--- src/sv/hsv_to_argb_pixel_macros.svh ---
// Assertion helpers for the HSV to ARGB converter
`ifndef HSV_TO_ARGB_PIXEL_MACROS_SVH
`define HSV_TO_ARGB_PIXEL_MACROS_SVH

// same-cycle implication, disabled while in reset
`define HSV_ASSERT_IMPL(label, clk, rst_n, ante, cons) \
	label: assert property (@(posedge clk) disable iff (!rst_n) (ante) |-> cons) \
		else $error("hsv_to_argb_pixel: assertion failed");

// next-cycle implication, disabled while in reset
`define HSV_ASSERT_NEXT(label, clk, rst_n, ante, cons) \
	label: assert property (@(posedge clk) disable iff (!rst_n) (ante) |=> (cons)) \
		else $error("hsv_to_argb_pixel: assertion failed");

`endif

--- src/sv/hsv2argb_pkg.sv ---
package hsv2argb_pkg;

	// 65535 * 65536, the full-scale product term
	localparam logic [31:0] FULL_FRAC = 32'hFFFF_0000;

	localparam logic [2:0] SEC_R_TO_Y = 3'd0;
	localparam logic [2:0] SEC_Y_TO_G = 3'd1;
	localparam logic [2:0] SEC_G_TO_C = 3'd2;
	localparam logic [2:0] SEC_C_TO_B = 3'd3;
	localparam logic [2:0] SEC_B_TO_M = 3'd4;
	localparam logic [2:0] SEC_M_TO_R = 3'd5;

	// floor(n / 65535) for n <= 65535*65535: n = q0*65535 + (q0 + lo)
	function automatic logic [15:0] div65535(input logic [31:0] n);
		logic [16:0] r;
		logic [16:0] q;
		r = {1'b0, n[15:0]} + {1'b0, n[31:16]};
		q = {1'b0, n[31:16]};
		if (r >= 17'd131070) begin
			q = q + 17'd2;
		end else if (r >= 17'd65535) begin
			q = q + 17'd1;
		end
		return q[15:0];
	endfunction

	// floor(x / 257): x >> 8 overshoots by at most one
	function automatic logic [7:0] div257(input logic [15:0] x);
		logic [7:0]  q;
		logic [16:0] m;
		q = x[15:8];
		m = {1'b0, q, 8'b0} + {9'b0, q};
		if (m > {1'b0, x}) begin
			q = q - 8'd1;
		end
		return q;
	endfunction

endpackage

--- src/sv/hsv_to_argb_pixel.sv ---
// channel  | dir | signals                                  | transfer
// ---------+-----+------------------------------------------+---------------------------
// pixel in | in  | start, busy, hue, saturation, brightness,| start & !busy at clk edge
//          |     | alpha                                    |
// pixel out| out | done, argb                               | done high for one cycle
//
// Five-stage pipeline: one pixel per clock, result on done once it has passed stages s1 to s5.
// The stages are split around the two rows of multipliers (s2, s3) and the two
// constant-divide corrections (s4, s5).
// arst_n clears the valid bits only; busy is never raised since the output side
// cannot stall and the pipeline holds no state between pixels.
`include "hsv_to_argb_pixel_macros.svh"

module hsv_to_argb_pixel
	import hsv2argb_pkg::*;
(
	input  logic        clk,
	input  logic        arst_n,
	input  logic        start,
	output logic        busy,
	input  logic [15:0] hue,
	input  logic [15:0] saturation,
	input  logic [15:0] brightness,
	input  logic [15:0] alpha,
	output logic        done,
	output logic [31:0] argb
);

	logic valid_s1, valid_s2, valid_s3, valid_s4, valid_s5;

	// stage 1
	logic [2:0]  sector_s1;
	logic [15:0] frac_s1, sat_s1, val_s1, alpha_s1;
	logic        grey_s1;
	// stage 2
	logic [2:0]  sector_s2;
	logic        grey_s2;
	logic [15:0] val_s2;
	logic [31:0] sf_s2, sg_s2, n1_s2;
	logic [7:0]  vch_s2, ach_s2;
	// stage 3
	logic [2:0]  sector_s3;
	logic        grey_s3;
	logic [31:0] n1_s3, n2_s3, n3_s3;
	logic [7:0]  vch_s3, ach_s3;
	// stage 4
	logic [2:0]  sector_s4;
	logic        grey_s4;
	logic [15:0] q1_s4, q2_s4, q3_s4;
	logic [7:0]  vch_s4, ach_s4;
	// stage 5
	logic [31:0] argb_s5;

	logic [18:0] hue6;
	logic [16:0] frac_c;
	logic [32:0] sg_full;
	logic [47:0] n2_full, n3_full;
	logic [7:0]  p1, p2, p3, red, green, blue;

	assign busy = 1'b0;

	always_ff @(posedge clk or negedge arst_n) begin
		if (!arst_n) begin
			valid_s1 <= 1'b0;
			valid_s2 <= 1'b0;
			valid_s3 <= 1'b0;
			valid_s4 <= 1'b0;
			valid_s5 <= 1'b0;
		end else begin
			valid_s1 <= start & ~busy;
			valid_s2 <= valid_s1;
			valid_s3 <= valid_s2;
			valid_s4 <= valid_s3;
			valid_s5 <= valid_s4;
		end
	end

	assign hue6 = ({3'b0, hue} << 2) + ({3'b0, hue} << 1);

	always_ff @(posedge clk) begin
		sector_s1 <= hue6[18:16];
		frac_s1   <= hue6[15:0];
		sat_s1    <= saturation;
		val_s1    <= brightness;
		alpha_s1  <= alpha;
		grey_s1   <= (saturation == 16'd0);
	end

	assign frac_c  = 17'h10000 - {1'b0, frac_s1};
	assign sg_full = {17'b0, sat_s1} * {16'b0, frac_c};

	always_ff @(posedge clk) begin
		sector_s2 <= sector_s1;
		grey_s2   <= grey_s1;
		val_s2    <= val_s1;
		sf_s2     <= {16'b0, sat_s1} * {16'b0, frac_s1};
		sg_s2     <= sg_full[31:0];
		n1_s2     <= {16'b0, val_s1} * {16'b0, 16'hFFFF - sat_s1};
		vch_s2    <= div257(val_s1);
		ach_s2    <= div257(alpha_s1);
	end

	// only the top 32 bits survive the divide by 65536
	assign n2_full = {32'b0, val_s2} * {16'b0, FULL_FRAC - sf_s2};
	assign n3_full = {32'b0, val_s2} * {16'b0, FULL_FRAC - sg_s2};

	always_ff @(posedge clk) begin
		sector_s3 <= sector_s2;
		grey_s3   <= grey_s2;
		n1_s3     <= n1_s2;
		n2_s3     <= n2_full[47:16];
		n3_s3     <= n3_full[47:16];
		vch_s3    <= vch_s2;
		ach_s3    <= ach_s2;
	end

	always_ff @(posedge clk) begin
		sector_s4 <= sector_s3;
		grey_s4   <= grey_s3;
		q1_s4     <= div65535(n1_s3);
		q2_s4     <= div65535(n2_s3);
		q3_s4     <= div65535(n3_s3);
		vch_s4    <= vch_s3;
		ach_s4    <= ach_s3;
	end

	assign p1 = div257(q1_s4);
	assign p2 = div257(q2_s4);
	assign p3 = div257(q3_s4);

	always_comb begin
		if (grey_s4) begin
			red   = vch_s4;
			green = vch_s4;
			blue  = vch_s4;
		end else begin
			case (sector_s4)
				SEC_R_TO_Y: begin red = vch_s4; green = p3;     blue = p1;     end
				SEC_Y_TO_G: begin red = p2;     green = vch_s4; blue = p1;     end
				SEC_G_TO_C: begin red = p1;     green = vch_s4; blue = p3;     end
				SEC_C_TO_B: begin red = p1;     green = p2;     blue = vch_s4; end
				SEC_B_TO_M: begin red = p3;     green = p1;     blue = vch_s4; end
				// magenta to red; sector codes above it never occur
				default: begin red = vch_s4; green = p1; blue = p2; end
			endcase
		end
	end

	always_ff @(posedge clk) begin
		argb_s5 <= {ach_s4, red, green, blue};
	end

	assign done = valid_s5;
	assign argb = argb_s5;

	`HSV_ASSERT_IMPL(a_latency, clk, arst_n, start && !busy, ##5 done)
	`HSV_ASSERT_NEXT(a_no_spurious, clk, arst_n, !valid_s4, !done)
	`HSV_ASSERT_NEXT(a_grey_equal, clk, arst_n, valid_s4 && grey_s4,
		argb[23:16] == argb[15:8] && argb[15:8] == argb[7:0])

endmodule
--- config.mk ---
export PLATFORM = sky130hd
export DESIGN_NAME = hsv_to_argb_pixel
export DESIGN_NICKNAME = d
export VERILOG_FILES = /design/src/sv/hsv2argb_pkg.sv /design/src/sv/hsv_to_argb_pixel.sv
export VERILOG_INCLUDE_DIRS = /design/src /design/src/sv
export SDC_FILE = /design/constraint.sdc
export NUM_CORES = 2
export LEC_CHECK = 0
export BUFFER_PORTS_ARGS = -buffer_cell sky130_fd_sc_hd__buf_2
export CAP_MARGIN = 20
export CORE_MARGIN = 4
export CORE_UTILIZATION = 50
export DETAILED_ROUTE_END_ITERATION = 16
export HOLD_SLACK_MARGIN = 0.02
export PLACE_DENSITY = 0.74
export SYNTH_ARGS = -nofsm -noshare
export SYNTH_HDL_FRONTEND = slang
export SYNTH_SLANG_ARGS = --single-unit
--- constraint.sdc ---
create_clock -name clk -period 11 [get_ports clk]
set_clock_uncertainty 0.1 [all_clocks]
set_input_delay 1.1 -clock clk [delete_from_list [all_inputs] [get_ports clk]]
set_output_delay 1.1 -clock clk [all_outputs]
set_load 0.05 [all_outputs]
==> results.json <==
{
  "drc": 0,
  "max_stage_delay_ps": 700,
  "drv_cap": 0,
  "synth_ff_type": "dfxtp_1",
  "setup_tns_ps": 0,
  "insertion_delay_ps": 650,
  "period_share_pct": 81.6,
  "yosys.cell_count.top_type": "inv_1",
  "synth_top_family_by_area": "adder cells",
  "gp_congestion": 0.894,
  "setup_ws_ps": 2020,
  "multi_input_area_mm2": 0.0555,
  "synth_top_area_share_pct": 38.8,
  "root_buffer": "clkbuf_16",
  "slew_viol_final": 0,
  "synth.net_count": 9951,
  "hold_ws_ps": 174,
  "ff_latch_area_mm2": 0.00840,
  "via_count": 52200,
  "cts_hold_buf": 0,
  "wl_per_cell_um": 18.1,
  "dp_hpwl_mm": 135,
  "grt_pass1_vias": 56500,
  "yosys_warnings": 0,
  "synth_edf_count": 0,
  "ant_nets": 0,
  "dieArea_mm2": 0.148,
  "synth_seq_cells": 417,
  "grt_max_degree": 57,
  "rsz0062_at_grt": "no",
  "synth_compound_area_share_pct": 6.24,
  "timing_hold_violations_final": 0,
  "finalSetupViolCount": 0,
  "path_max_fanout": 19,
  "worst_pin_slew_ps": 1200,
  "cp_slowest_cell": "xor2_1",
  "rows": 138,
  "start_util_pct": 50.3,
  "dp_slack_ps": 2140,
  "clockBufferDepth": 3,
  "ys_async_sr_fraction_pct": 1.20,
  "synthMuxAreaShare_pct": 0.329,
  "required_ps": 11400,
  "status": "finished clean",
  "nNetsFinal": 9873,
  "drtIter0Drc": 3329,
  "grt_pass1_wl_mm": 293,
  "die_x_um": 385,
  "fmax_mhz": 111,
  "gr-total-overflow": 0,
  "wirelength_mm": 176,
  "syn_inst": 7843,
  "drive_gt1_share_pct": 5.06,
  "slew_headroom_pct": 20.1,
  "cts_tree": "done",
  "syn-mean-instance-area_um2": 9.06,
  "synth_xor_area_share_pct": 3.88,
  "synth_fa_ha_area_share_pct": 50.5,
  "cp_common_cell": "fa_1",
  "antenna_found_initial": 6,
  "cts_made_buffers": 47,
  "yosys-top-cells-count": "1612 x inv_1, 1378 x fa_1, 1046 x nand2_1, 663 x ha_1, 585 x and2_1",
  "synth.distinct_cells": 99,
  "clock-sinks": 417,
  "synthTopCellsByArea": "fa_1 39%, ha_1 12%, dfxtp_1 12%, inv_1 8.5%, nand2_1 5.5%",
  "hp-class": "in2async",
  "drt-pass1-iter-count": 6,
  "area_growth_syn_to_layout_pct": 6.18,
  "critPathLaunchType": "flop",
  "io_buffers": 99,
  "post_cts_buffers": 0,
  "yosys.area_share.simple_pct": 17.0,
  "clkTransAtPathRegs_ps": 60,
  "end_kind": "flop",
  "core_area_mm2": 0.141,
  "post_cts_resized": 0,
  "synth_area_leader_cell": "fa_1",
  "period_needed_ps": 8980,
  "grtUsageTotal_pct": 24.5,
  "via_per_inst": 5.39,
  "ys_seq_area_share_pct": 11.8,
  "worst_ep_arrival_time_ps": 9380,
  "crit_type": "reg2reg",
  "htreeDepth": 2,
  "synthesis.area_mm2": 0.0711,
  "die-height_um": 385,
  "io_pins": 101,
  "nFillCells": 12600
}
[state kept, by name, summed over array words and instances (netlist names), 30 cells and up]
register / count
n3_s3: 32
n2_s3: 32
n1_s2: 32
argb: 32
sf_s2: 30
n1_s3: 32
sg_s2: 31
[placed cells by master (no fill, tap or decap), types with 103 or more instances in the layout]
cell type,netlist,final
ha_1,663,663
nand2b_1,186,186
nor2_1,249,249
buf_4,1,108
and2_1,585,585
fa_1,1378,1378
xor2_1,120,108
inv_1,1612,1612
xnor2_1,193,182
a21oi_1,167,167
nand2_1,1046,1046
o21ai_0,103,103
dfxtp_1,412,396
[layer usage]
layer	share of wire [%]	GRT usage, %	up-vias	routed length [um]
met4	4.1	8.58	4	7220
met5	0.015	0	-	27
li1	-	-	23600	-
met1	42	33.0	26300	74000
met2	46	39.7	1951	80800
met3	7.8	4.55	380	13700
[cell families (layout without fill, tap and decap cells)]
family / count (synthesis) / after routing
and+or+nand+nor: 2453 / 2453
adders and majority gates: 2041 / 2041
buffers and inverters: 1951 / 1911
AOI/OAI and AO/OA: 644 / 644
DFF: 417 / 417
xor gates and xnor gates: 314 / 314
muxes: 22 / 22
other: 1 / 3
[worst max-delay path, delay by kind of cell (launching register included)]
kind	cells	cell delay, ps
DFF	1	490
and+or+nand+nor	8	2050
AOI/OAI and AO/OA	9	1740
xor gates and xnor gates	2	820
buffers and inverters	4	460
adders and majority gates	7	3190
[layout make-up]
| cell class | count | share of cell area (%) |
|---|---|---|
| Multi-Input combinational cell | 5475 | 73.6 |
| Sequential cell | 417 | 11.1 |
| Inverter | 1615 | 8.03 |
| Tap cell | 1890 | 3.13 |
| Timing Repair Buffer | 209 | 1.77 |
| Clock buffer | 58 | 1.72 |
| Clock inverter | 29 | 0.587 |
| Antenna cell | 2 | 0.00663 |
[through the flow]
| step | instances | instance area, um2 | utilization (%) |
|---|---|---|---|
| after floorplan | 7843 | 71100 | - |
| after global placement | 9603 | 73700 | 52.1 |
| after detailed placement | 9604 | 73700 | 52.1 |
| after CTS | 9691 | 75400 | 53.3 |
| after global routing | 9693 | 75500 | 53.4 |
| final | 9695 | 75500 | 53.4 |
[path summary, 6_finish.rpt]
path	start	to	slack, ps	depth (start not counted)
worst max-delay path	sg_s2[1]	n3_s3[31]	2020	30
worst min-delay path	arst_n	valid_s1	170	1
worst max register to register	sg_s2[1]	n3_s3[31]	2020	30
worst min register to register	vch_s2[5]	vch_s3[5]	210	0
max in group asynchronous	arst_n	done	10490	1
min in group clk	vch_s2[5]	vch_s3[5]	210	0
Power is not shown: default switching activity piles up to over one toggle a cycle in this logic, so the estimate is an artifact.
